==> src/design/csd_pkg.sv <==
`timescale 1ns / 1ps
// ----------------------------------------------------------------------------
// csd_pkg
// shared types, constants and the arctangent table of the disk mapper
// ----------------------------------------------------------------------------
package csd_pkg;

    localparam int unsigned FRAC_BITS_DEF   = 16;
    localparam int unsigned ANGLE_ITERS_DEF = 16;
    localparam int unsigned ATAN_LEN        = 24;

    localparam int unsigned COORD_W = 17;   // magnitude of a recentered coordinate
    localparam int unsigned CW      = 34;   // cordic datapath width
    localparam int unsigned ZW      = 32;   // binary angle width
    localparam int unsigned OUT_W   = 17;

    localparam logic [29:0] GAIN_INV = 30'd652032874;

    // sector offsets in units of pi/2 (0, 2, 4, 6 times pi/4)
    typedef enum logic [1:0] {
        SEC_E = 2'd0,
        SEC_N = 2'd1,
        SEC_W = 2'd2,
        SEC_S = 2'd3
    } t_sector;

    // control and radius carried alongside the divider
    typedef struct packed {
        logic [COORD_W-1:0] radius;
        t_sector            sector;
        logic               q_neg;
    } t_side;

    function automatic logic [ZW-1:0] atan_val(input int unsigned idx);
        logic [ZW-1:0] v;
        case (idx)
            0:  v = 32'd536870912;
            1:  v = 32'd316933406;
            2:  v = 32'd167458907;
            3:  v = 32'd85004756;
            4:  v = 32'd42667331;
            5:  v = 32'd21354465;
            6:  v = 32'd10679838;
            7:  v = 32'd5340245;
            8:  v = 32'd2670163;
            9:  v = 32'd1335087;
            10: v = 32'd667544;
            11: v = 32'd333772;
            12: v = 32'd166886;
            13: v = 32'd83443;
            14: v = 32'd41722;
            15: v = 32'd20861;
            16: v = 32'd10430;
            17: v = 32'd5215;
            18: v = 32'd2608;
            19: v = 32'd1304;
            20: v = 32'd652;
            21: v = 32'd326;
            22: v = 32'd163;
            23: v = 32'd81;
            default: v = '0;
        endcase
        return v;
    endfunction

endpackage

==> src/design/csd_cordic.sv <==
`timescale 1ns / 1ps
// ----------------------------------------------------------------------------
// csd_cordic
// pipelined rotation-mode cordic, one micro-rotation per stage
// ----------------------------------------------------------------------------
module csd_cordic #(
    parameter int unsigned ANGLE_ITERATIONS = csd_pkg::ANGLE_ITERS_DEF
) (
    input  logic                           i_clk,
    input  logic                           i_rst_n,
    input  logic                           i_valid,
    input  logic signed [csd_pkg::CW-1:0]  i_x,
    input  logic signed [csd_pkg::ZW-1:0]  i_z,
    input  logic [1:0]                     i_quad,
    output logic                           o_valid,
    output logic signed [csd_pkg::CW-1:0]  o_x,
    output logic signed [csd_pkg::CW-1:0]  o_y,
    output logic [1:0]                     o_quad
);
    localparam int unsigned NIT = (ANGLE_ITERATIONS < csd_pkg::ATAN_LEN) ?
                                  ANGLE_ITERATIONS : csd_pkg::ATAN_LEN;

    logic                          r_vld  [0:NIT-1];
    logic signed [csd_pkg::CW-1:0] r_x    [0:NIT-1];
    logic signed [csd_pkg::CW-1:0] r_y    [0:NIT-1];
    logic signed [csd_pkg::ZW-1:0] r_z    [0:NIT-1];
    logic [1:0]                    r_quad [0:NIT-1];

    genvar i;
    generate
        for (i = 0; i < NIT; i++) begin : g_rot
            logic                          vld_in;
            logic signed [csd_pkg::CW-1:0] x_in;
            logic signed [csd_pkg::CW-1:0] y_in;
            logic signed [csd_pkg::ZW-1:0] z_in;
            logic [1:0]                    quad_in;
            logic signed [csd_pkg::CW-1:0] xs;
            logic signed [csd_pkg::CW-1:0] ys;
            logic signed [csd_pkg::ZW-1:0] at;

            if (i == 0) begin : g_first
                assign vld_in  = i_valid;
                assign x_in    = i_x;
                assign y_in    = '0;
                assign z_in    = i_z;
                assign quad_in = i_quad;
            end else begin : g_next
                assign vld_in  = r_vld[i-1];
                assign x_in    = r_x[i-1];
                assign y_in    = r_y[i-1];
                assign z_in    = r_z[i-1];
                assign quad_in = r_quad[i-1];
            end

            assign xs = x_in >>> i;
            assign ys = y_in >>> i;
            assign at = $signed(csd_pkg::atan_val(i));

            always_ff @(posedge i_clk) begin
                if (!i_rst_n) begin
                    r_vld[i] <= 1'b0;
                end else begin
                    r_vld[i] <= vld_in;
                end
            end

            always_ff @(posedge i_clk) begin
                r_quad[i] <= quad_in;
                if (!z_in[csd_pkg::ZW-1]) begin
                    r_x[i] <= x_in - ys;
                    r_y[i] <= y_in + xs;
                    r_z[i] <= z_in - at;
                end else begin
                    r_x[i] <= x_in + ys;
                    r_y[i] <= y_in - xs;
                    r_z[i] <= z_in + at;
                end
            end
        end
    endgenerate

    assign o_valid = r_vld[NIT-1];
    assign o_x     = r_x[NIT-1];
    assign o_y     = r_y[NIT-1];
    assign o_quad  = r_quad[NIT-1];

endmodule

==> config.mk <==
export PLATFORM = sky130hd
export DESIGN_NAME = csd_cordic
export DESIGN_NICKNAME = d
export VERILOG_FILES = /design/src/design/csd_pkg.sv /design/src/design/csd_cordic.sv
export SDC_FILE = /design/constraint.sdc
export NUM_CORES = 2
export LEC_CHECK = 0
export BUFFER_PORTS_ARGS = -buffer_cell sky130_fd_sc_hd__buf_2
export CAP_MARGIN = 20
export CORE_MARGIN = 1.5
export CORE_UTILIZATION = 37
export CTS_CLUSTER_DIAMETER = 30
export DETAILED_ROUTE_END_ITERATION = 10
export SYNTH_ARGS = -nofsm -noshare
export SYNTH_HDL_FRONTEND = slang
export SYNTH_SLANG_ARGS = --single-unit
==> constraint.sdc <==
create_clock -name i_clk -period 13.68 [get_ports i_clk]
set_input_delay 4.104 -clock i_clk [delete_from_list [all_inputs] [get_ports i_clk]]
set_output_delay 4.104 -clock i_clk [all_outputs]
set_load 0.01 [all_outputs]
==> results.tsv <==
metric	value	unit
outcome	finished, final reports clean	
hold_path_class	reg -> reg	
overflow	0	
ys_seq_area_share	27.4	%
n_fill_cell	31000	
multi_input_comb_area	81100	um^2
max_cap_viol_count	0	
core	312000	um^2
dr.pass1.iters	6	
layout_commonest_cell	dfxtp_1	
io_buffers	141	
worst-path-max-fanout	4	
wl_met1	132	mm
post_cts_buffers	0	
seq_area	31700	um^2
synth_nets	15300	
timing.slew.headroom	32.9	%
grt_usage	17.9	%
grt_max_degree	79	
die_h	562	um
grt_pass1_vias	92600	
wl	294	mm
endpoint_kind	flop	
start_util	37.2	%
topRoutingLayerUsed	met4	
crit_required	14.44	ns
async_flop_share	0	%
cts_max_level	5	
dieWidth	562	um
die_area	316000	um^2
fmax	183	MHz
dr_wl_met3	9.26	mm
io_pins	142	
path_clk_slew	0.05	ns
layout-drive-gt1-share	6.74	%
ys_seq_elements	1583	
finalSetupViolCount	0	
hold_violations	0	
cts_num_sinks	1583	
postSynthAreaPerCell	8.44	um^2
cp-start-kind	primary input	
period_share	39.8	%
tns	0	ns
vias	96900	
arrival	6.21	ns
finClkSkew	0.0819	ns
grt_pass1_wl	475	mm
worstSetupPathType	in -> reg	
dpl.hpwl	234	mm
cts_buffers	349	
drv_slew	0	
synth_warnings	0	
ys.flop_type	dfxtp_1	
num_rows	205	
drc	0	
clk_latency	0.87	ns
gp_congestion	0.887	
detail_route.vias_per_cell	5.26	
clk_path_buf_depth	4	
synth_edf_count	0	
cts_tree	done	
wl_per_cell	15.9	um
final_cell_mix	1,568 x dfxtp_1, 1,548 x a21oi_1, 1,430 x ha_1	
clockRootBuffer	clkbuf_16	
ant_nets	0	
antenna_found_initial	2	
num-nets-final	15500	
max_slew.worst_pin.slew	0.994	ns
wl_met2	144	mm
post_cts_resized	0	
cts_hold_buf	0	
areaGrowthSynthToFinish	15.1	%
syn_inst	13700	
min_period	5.45	ns
rsz0062_at_grt	false	
netlist_area	116000	um^2
ys_types	98	
drtIter0Drc	5426	
[area by class of cell]
class / count / area share [%]
multi-input combinational: 11300 / 60.9
sequential: 1583 / 23.8
clock buffer: 408 / 7.02
tap: 4140 / 3.89
clock inverter: 227 / 2.11
inverter: 558 / 1.57
timing repair buffer: 178 / 0.751
antenna: 2 / 0.00376
[cell usage after synthesis, types with 59 or more instances]
master | n | area share [%]
dfxtp_1 | 1583 | 27
a21oi_1 | 1548 | 6.7
ha_1 | 1430 | 15
xnor2_1 | 1292 | 9.8
nor2_1 | 1185 | 3.8
a21o_1 | 722 | 4.7
xor2_1 | 696 | 5.3
nand2_1 | 676 | 2.2
o21ai_0 | 604 | 2.6
inv_1 | 556 | 1.8
nor3_1 | 330 | 1.4
nand3_1 | 231 | 1.0
nand2b_1 | 219 | 1.2
o21a_1 | 212 | 1.4
clkbuf_1 | 211 | 0.68
nor2b_1 | 204 | 1.1
a31oi_1 | 184 | 0.99
o21bai_1 | 175 | 1.1
nand4_1 | 137 | 0.74
and3_1 | 129 | 0.70
a211oi_1 | 124 | 0.80
and2_1 | 89 | 0.48
nor4_1 | 84 | 0.45
o31ai_1 | 76 | 0.49
or3_1 | 72 | 0.39
o21ai_1 | 63 | 0.27
o211ai_1 | 59 | 0.38
[kinds of logic (layout without fill, tap and decap cells)]
group                      count (synthesis)  in the layout  share of synthesized area [%]
AOI/OAI and AO/OA                       4222           4222                           23.0
muxes                                     85             85                          0.782
adders and majority gates               1474           1474                           16.2
DFF                                     1583           1583                           27.4
other                                      0              2                              0
xor gates and xnor gates                1989           1989                           15.1
and+or+nand+nor                         3560           3560                           15.0
buffers and inverters                    803           1371                           2.61
[worst max-delay path, stage by stage]
cell and delay [ns]:
buf_2 0.11, or4_1 0.60, nor4_1 0.30, nand2b_1 0.19
nor2_1 0.26, nand2_1 0.15, o41ai_1 0.34, xnor2_1 0.16
[metrics by stage]
step / hold slack (ns) / std cells / area (um^2) / util (%) / setup slack [ns]
detailed placement: 0.312 / 17800 / 121000 / 38.8 / 7.41
global placement: 0.312 / 17800 / 121000 / 38.8 / 7.33
floorplan: 0.310 / 13700 / 116000 / - / 7.87
global route: 0.321 / 18400 / 133000 / 42.7 / 8.09
finish: 0.320 / 18400 / 133000 / 42.7 / 8.23
CTS: 0.320 / 18400 / 133000 / 42.7 / 8.08
[flip-flops by register name, indices dropped and copies added (netlist names)]
register,count
r_x,543
r_quad,32
r_vld,16
r_z,448
r_y,544
[worst paths after layout]
kind | start | to | slack, ns | cells past startpoint
setup / recovery | i_x[10] | r_y[0][30] | 8.23 | 8
hold / removal | r_z[0][160] | r_z[0][192] | 0.32 | 0
setup reg to reg | r_z[0][191] | r_x[0][237] | 8.64 | 17
hold reg to reg | r_z[0][160] | r_z[0][192] | 0.32 | 0
[routing by layer]
layer,global-route usage (%),vias to the layer above
met5,0,-
met4,5.83,0
met3,2.05,522
met2,32.7,1662
met1,21.7,44600
li1,-,50100
Power is not shown: default switching activity piles up to over one toggle a cycle in this logic, so the estimate is an artifact.
