`src/design/csd_pkg.sv`:
```
`timescale 1ns / 1ps
// ----------------------------------------------------------------------------
// csd_pkg
// shared types, constants and the arctangent table of the disk mapper
// ----------------------------------------------------------------------------
package csd_pkg;

    localparam int unsigned FRAC_BITS_DEF   = 16;
    localparam int unsigned ANGLE_ITERS_DEF = 16;
    localparam int unsigned ATAN_LEN        = 24;

    localparam int unsigned COORD_W = 17;   // magnitude of a recentered coordinate
    localparam int unsigned CW      = 34;   // cordic datapath width
    localparam int unsigned ZW      = 32;   // binary angle width
    localparam int unsigned OUT_W   = 17;

    localparam logic [29:0] GAIN_INV = 30'd652032874;

    // sector offsets in units of pi/2 (0, 2, 4, 6 times pi/4)
    typedef enum logic [1:0] {
        SEC_E = 2'd0,
        SEC_N = 2'd1,
        SEC_W = 2'd2,
        SEC_S = 2'd3
    } t_sector;

    // control and radius carried alongside the divider
    typedef struct packed {
        logic [COORD_W-1:0] radius;
        t_sector            sector;
        logic               q_neg;
    } t_side;

    function automatic logic [ZW-1:0] atan_val(input int unsigned idx);
        logic [ZW-1:0] v;
        case (idx)
            0:  v = 32'd536870912;
            1:  v = 32'd316933406;
            2:  v = 32'd167458907;
            3:  v = 32'd85004756;
            4:  v = 32'd42667331;
            5:  v = 32'd21354465;
            6:  v = 32'd10679838;
            7:  v = 32'd5340245;
            8:  v = 32'd2670163;
            9:  v = 32'd1335087;
            10: v = 32'd667544;
            11: v = 32'd333772;
            12: v = 32'd166886;
            13: v = 32'd83443;
            14: v = 32'd41722;
            15: v = 32'd20861;
            16: v = 32'd10430;
            17: v = 32'd5215;
            18: v = 32'd2608;
            19: v = 32'd1304;
            20: v = 32'd652;
            21: v = 32'd326;
            22: v = 32'd163;
            23: v = 32'd81;
            default: v = '0;
        endcase
        return v;
    endfunction

endpackage

```
`src/design/csd_divider.sv`:
```
`timescale 1ns / 1ps
// ----------------------------------------------------------------------------
// csd_divider
// pipelined restoring divider, one quotient bit per stage, q = num*2^F/den
// ----------------------------------------------------------------------------
module csd_divider #(
    parameter int unsigned FRAC_BITS = csd_pkg::FRAC_BITS_DEF
) (
    input  logic                         i_clk,
    input  logic                         i_rst_n,
    input  logic                         i_valid,
    input  logic [csd_pkg::COORD_W-1:0]  i_num,
    input  logic [csd_pkg::COORD_W-1:0]  i_den,
    input  csd_pkg::t_side               i_side,
    output logic                         o_valid,
    output logic [FRAC_BITS:0]           o_quot,
    output csd_pkg::t_side               o_side
);
    localparam int unsigned NS = FRAC_BITS + 1;
    localparam int unsigned RW = csd_pkg::COORD_W + 1;

    logic                        r_vld  [0:NS-1];
    logic [RW-1:0]               r_rem  [0:NS-1];
    logic [csd_pkg::COORD_W-1:0] r_den  [0:NS-1];
    logic [FRAC_BITS:0]          r_quot [0:NS-1];
    csd_pkg::t_side              r_side [0:NS-1];

    genvar s;
    generate
        for (s = 0; s < NS; s++) begin : g_stage
            logic                        vld_in;
            logic [RW-1:0]               rem_in;
            logic [csd_pkg::COORD_W-1:0] den_in;
            logic [FRAC_BITS:0]          quot_in;
            logic [FRAC_BITS:0]          quot_out;
            csd_pkg::t_side              side_in;
            logic [RW-1:0]               trial;
            logic                        take;

            if (s == 0) begin : g_first
                assign vld_in  = i_valid;
                assign rem_in  = {1'b0, i_num};
                assign den_in  = i_den;
                assign quot_in = '0;
                assign side_in = i_side;
                assign trial   = rem_in;
            end else begin : g_next
                assign vld_in  = r_vld[s-1];
                assign rem_in  = r_rem[s-1];
                assign den_in  = r_den[s-1];
                assign quot_in = r_quot[s-1];
                assign side_in = r_side[s-1];
                assign trial   = {rem_in[RW-2:0], 1'b0};
            end

            assign take = (trial >= {1'b0, den_in});

            // this stage settles one quotient bit
            always_comb begin
                quot_out                = quot_in;
                quot_out[FRAC_BITS-s]   = take;
            end

            always_ff @(posedge i_clk) begin
                if (!i_rst_n) begin
                    r_vld[s] <= 1'b0;
                end else begin
                    r_vld[s] <= vld_in;
                end
            end

            always_ff @(posedge i_clk) begin
                r_rem[s]  <= take ? (trial - {1'b0, den_in}) : trial;
                r_den[s]  <= den_in;
                r_side[s] <= side_in;
                r_quot[s] <= quot_out;
            end
        end
    endgenerate

    assign o_valid = r_vld[NS-1];
    assign o_quot  = r_quot[NS-1];
    assign o_side  = r_side[NS-1];

endmodule

```
`config.mk`:
```
export PLATFORM = sky130hd
export DESIGN_NAME = csd_divider
export DESIGN_NICKNAME = d
export VERILOG_FILES = /design/src/design/csd_pkg.sv /design/src/design/csd_divider.sv
export SDC_FILE = /design/constraint.sdc
export NUM_CORES = 1
export LEC_CHECK = 0
export ABC_AREA = 1
export BUFFER_PORTS_ARGS = -buffer_cell sky130_fd_sc_hd__buf_4
export CORE_MARGIN = 2
export CORE_UTILIZATION = 60
export CTS_CLUSTER_SIZE = 25
export DETAILED_ROUTE_END_ITERATION = 12
export GPL_TIMING_DRIVEN = 0
export PLACE_DENSITY = 0.84
export SYNTH_ARGS = -nofsm -noshare
export SYNTH_HDL_FRONTEND = slang
export SYNTH_SLANG_ARGS = --single-unit
```
`constraint.sdc`:
```
create_clock -name i_clk -period 2.3 [get_ports i_clk]
set_clock_uncertainty 0.1 [all_clocks]
set_input_delay 0.115 -clock i_clk [delete_from_list [all_inputs] [get_ports i_clk]]
set_output_delay 0.115 -clock i_clk [all_outputs]
set_load 0.005 [all_outputs]
```
==> out/results.ini <==
[run_status]
status=finished, final reports clean

[critical_path]
cp.required_ns=2.81
crit_path_max_incr_delay_ns=0.37
path_cells=inv_1, ha_1, a21oi_2, nor2_1, nor2_1, nand2_1, nor2_2, nand2_4, inv_6, buf_6, nand2_1, nand2_1
path_class=flop to flop
path_buf_inv=3
endpoint_kind=flop
crit_family=simple AND/OR/NAND/NOR gates
crit_path_frequent_cell=nand2_1
start_kind=flop
critPathSlowestCell=dfxtp_1
crit_fanout=10
critical_path_arrival_ns=2.76

[grt]
antenna_found_initial=3
grt_pass1_vias=33500
track_usage_pct=27.4
grt_overflow=0
grt_first_pass_wirelength_mm=165
grt_max_degree=17

[synthesis]
ys_top_cells_by_area=dfxtp_1 48%, nand2_1 18%, inv_1 8.9%
synth-seq-cells=1054
synth_fa_ha_area_share_pct=8.98
syn_area_per_cell_um2=7.66
synth_cell_types=33
synth_compound_area_share_pct=1.94
synth_top_family_by_area=simple AND/OR/NAND/NOR gates
syn_inst=5706
yosysWarningCount=0
synth_top_cell_area_share_pct=48.3
yosys.area.top_type=dfxtp_1
synth-xor-area-share_pct=1.94
muxShareOfSynthArea_pct=0
syn_area_um2=43700
syn_nets=6067
ys_seq_area_share_pct=48.3
synth-simple-area-share_pct=28.8

[timing]
setup_viol=0
tns_ns=0
clock.fmax_ghz=0.445
slew_viol_final=0
hold_viol_final=0
setup_ws_ns=0.0513
worst_pin_slew_ns=0.401
period_share_pct=97.8
post-route-min-period_ns=2.25
max_slew_margin_pct=73.3

[drt]
met2_length_mm=51.2
dr.max_layer_used=met4
drc_errors=0
drt-total-wl_mm=103
m1WireLength_mm=42.6
wl_met3_mm=5.24
viasPerCell=4.94
routedWlPerCell_um=14.7
dr.pass1.iters=7
vias=34700
first_iter_violations=2784
antenna_left=0

[pwr]
p_leak_nw=27.6
p_per_area_nw_per_um2=1450
vdd.ir_drop.worst_uv=1030

[place]
place_ws_ns=0.0676
post-dp-hpwl_mm=75.5
port_buffers=93
placedCellCount=6749
gp_congestion=0.938

[floorplanning]
dieWidth_um=274
pin_count=95
die_y_um=274
rows=98
die_area_um2=75000
start_util_pct=60.8
design.core.area_um2=71900

[clock_network]
cts_max_level=3
clkTransAtPathRegs_ns=0.07
clock-sinks=1054
cts-buffers-inserted=101
cts_tree=yes
clock_latency_ns=0.69
clock_path_buffers=3
root_buffer=clkbuf_16

[layout]
stdcell_count=7038
final_net_count=6362
areaGrowthSynthToFinish_pct=15.5
drive_gt1_share_pct=8.99

[run]
drv_cap=0

[min_path]
hp-class=input pin to flop

-- routing by layer --
layer | vias up | global-route usage (%)
li1 | 17800 | -
met1 | 15600 | 32.5
met2 | 1068 | 49.4
met3 | 310 | 3.51
met4 | 0 | 11.9
met5 | - | 0
-- power breakdown --
part / internal (mW) / leakage [nW] / total, mW / switching (mW)
Combinational: 11.3 / 17.0 / 31.1 / 19.8
Sequential: 22.7 / 8.88 / 25.1 / 2.40
Clock: 9.91 / 1.71 / 17.2 / 7.28
Total: 43.8 / 27.6 / 73.3 / 29.5
-- final timing paths --
check	endpoint	slack [ns]	from	cells after the start
worst max-delay path	r_rem[0][106]	0.05	r_den[0][83]	12
worst min-delay path	r_rem[0][10]	0.07	i_num[10]	4
worst max register to register	r_rem[0][106]	0.05	r_den[0][83]	12
worst min register to register	r_quot[0][100]	0.21	r_quot[0][83]	0
-- stage by stage --
stage	hold slack (ns)	instance area (µm²)	util (%)	power, mW
2_1_floorplan	0.0427	43700	-	47.0
3_3_place_gp	0.120	45600	63.4	54.2
3_5_place_dp	0.121	45600	63.4	54.9
4_1_cts	0.0465	50100	69.7	72.6
5_1_grt	0.0752	50500	70.2	78.8
6_report	0.0723	50500	70.2	73.3
-- cell families (layout without fill, tap and decap cells) --
family / count (synthesis) / count (layout)
and+or+nand+nor: 2986 / 2986
buffers and inverters: 1098 / 1478
DFF: 1054 / 1054
adders and majority gates: 304 / 304
AOI/OAI and AO/OA: 167 / 167
xor gates and xnor gates: 97 / 97
other: 0 / 2
-- cell usage in the layout, fill, tap and decap left out, drive strengths merged, types with 25 or more instances in the layout --
master       count
nor3            29
clkbuf         140
inv           1066
a21oi          144
nand3          310
buf            136
or2             52
ha             288
dlygate4sd3     95
nand3b          64
and2            36
nand4           45
dfxtp         1054
xor2            74
nor2           299
nand2         2151
clkinv          25
-- cells in the mapped netlist (all sizes together) --
| master | instances |
|---|---|
| or2 | 52 |
| a211oi | 1 |
| nand2 | 2151 |
| and2 | 36 |
| nand3 | 310 |
| ha | 288 |
| dfxtp | 1054 |
| nand4 | 45 |
| o21ai | 18 |
| clkbuf | 2 |
| fa | 16 |
| a21oi | 144 |
| nor2 | 299 |
| o2111ai | 1 |
| nand3b | 64 |
| xnor2 | 23 |
| a21o | 3 |
| buf | 39 |
| xor2 | 74 |
| nor3 | 29 |
| inv | 1057 |
-- worst reg2reg max path, cell delays in order (launching register included) --
cell and delay, ns:
dfxtp_1 0.37, inv_1 0.06, ha_1 0.35, a21oi_2 0.24
nor2_1 0.08, nor2_1 0.13, nand2_1 0.08, nor2_2 0.14
nand2_4 0.15, inv_6 0.13, buf_6 0.16, nand2_1 0.08
nand2_1 0.12
-- flip-flops by register name, indices dropped and copies added, names as in the netlist --
register  flops
r_vld        17
r_rem       272
r_quot      153
r_den       272
r_side      340
-- final cells by class --
class,instances,area (µm²)
Fill cell,5595,21400
Sequential cell,1054,21100
Multi-Input combinational cell,3554,18500
Inverter,1057,4010
Clock buffer,138,2840
Timing Repair Buffer,192,1680
Tap cell,950,1190
Clock inverter,50,694
Buffer,41,403
Antenna cell,2,5.00
-- timing repair --
action / in CTS / in global routing
setup buffers: 0 / 4
pin swaps: 0 / 5
endpoints found under the setup margin: 3 / 79
hold buffers: 95 / 0
gates resized for setup: 3 / 91
endpoints found under the hold margin: 71 / 0
(Power assumes the default switching activity.)
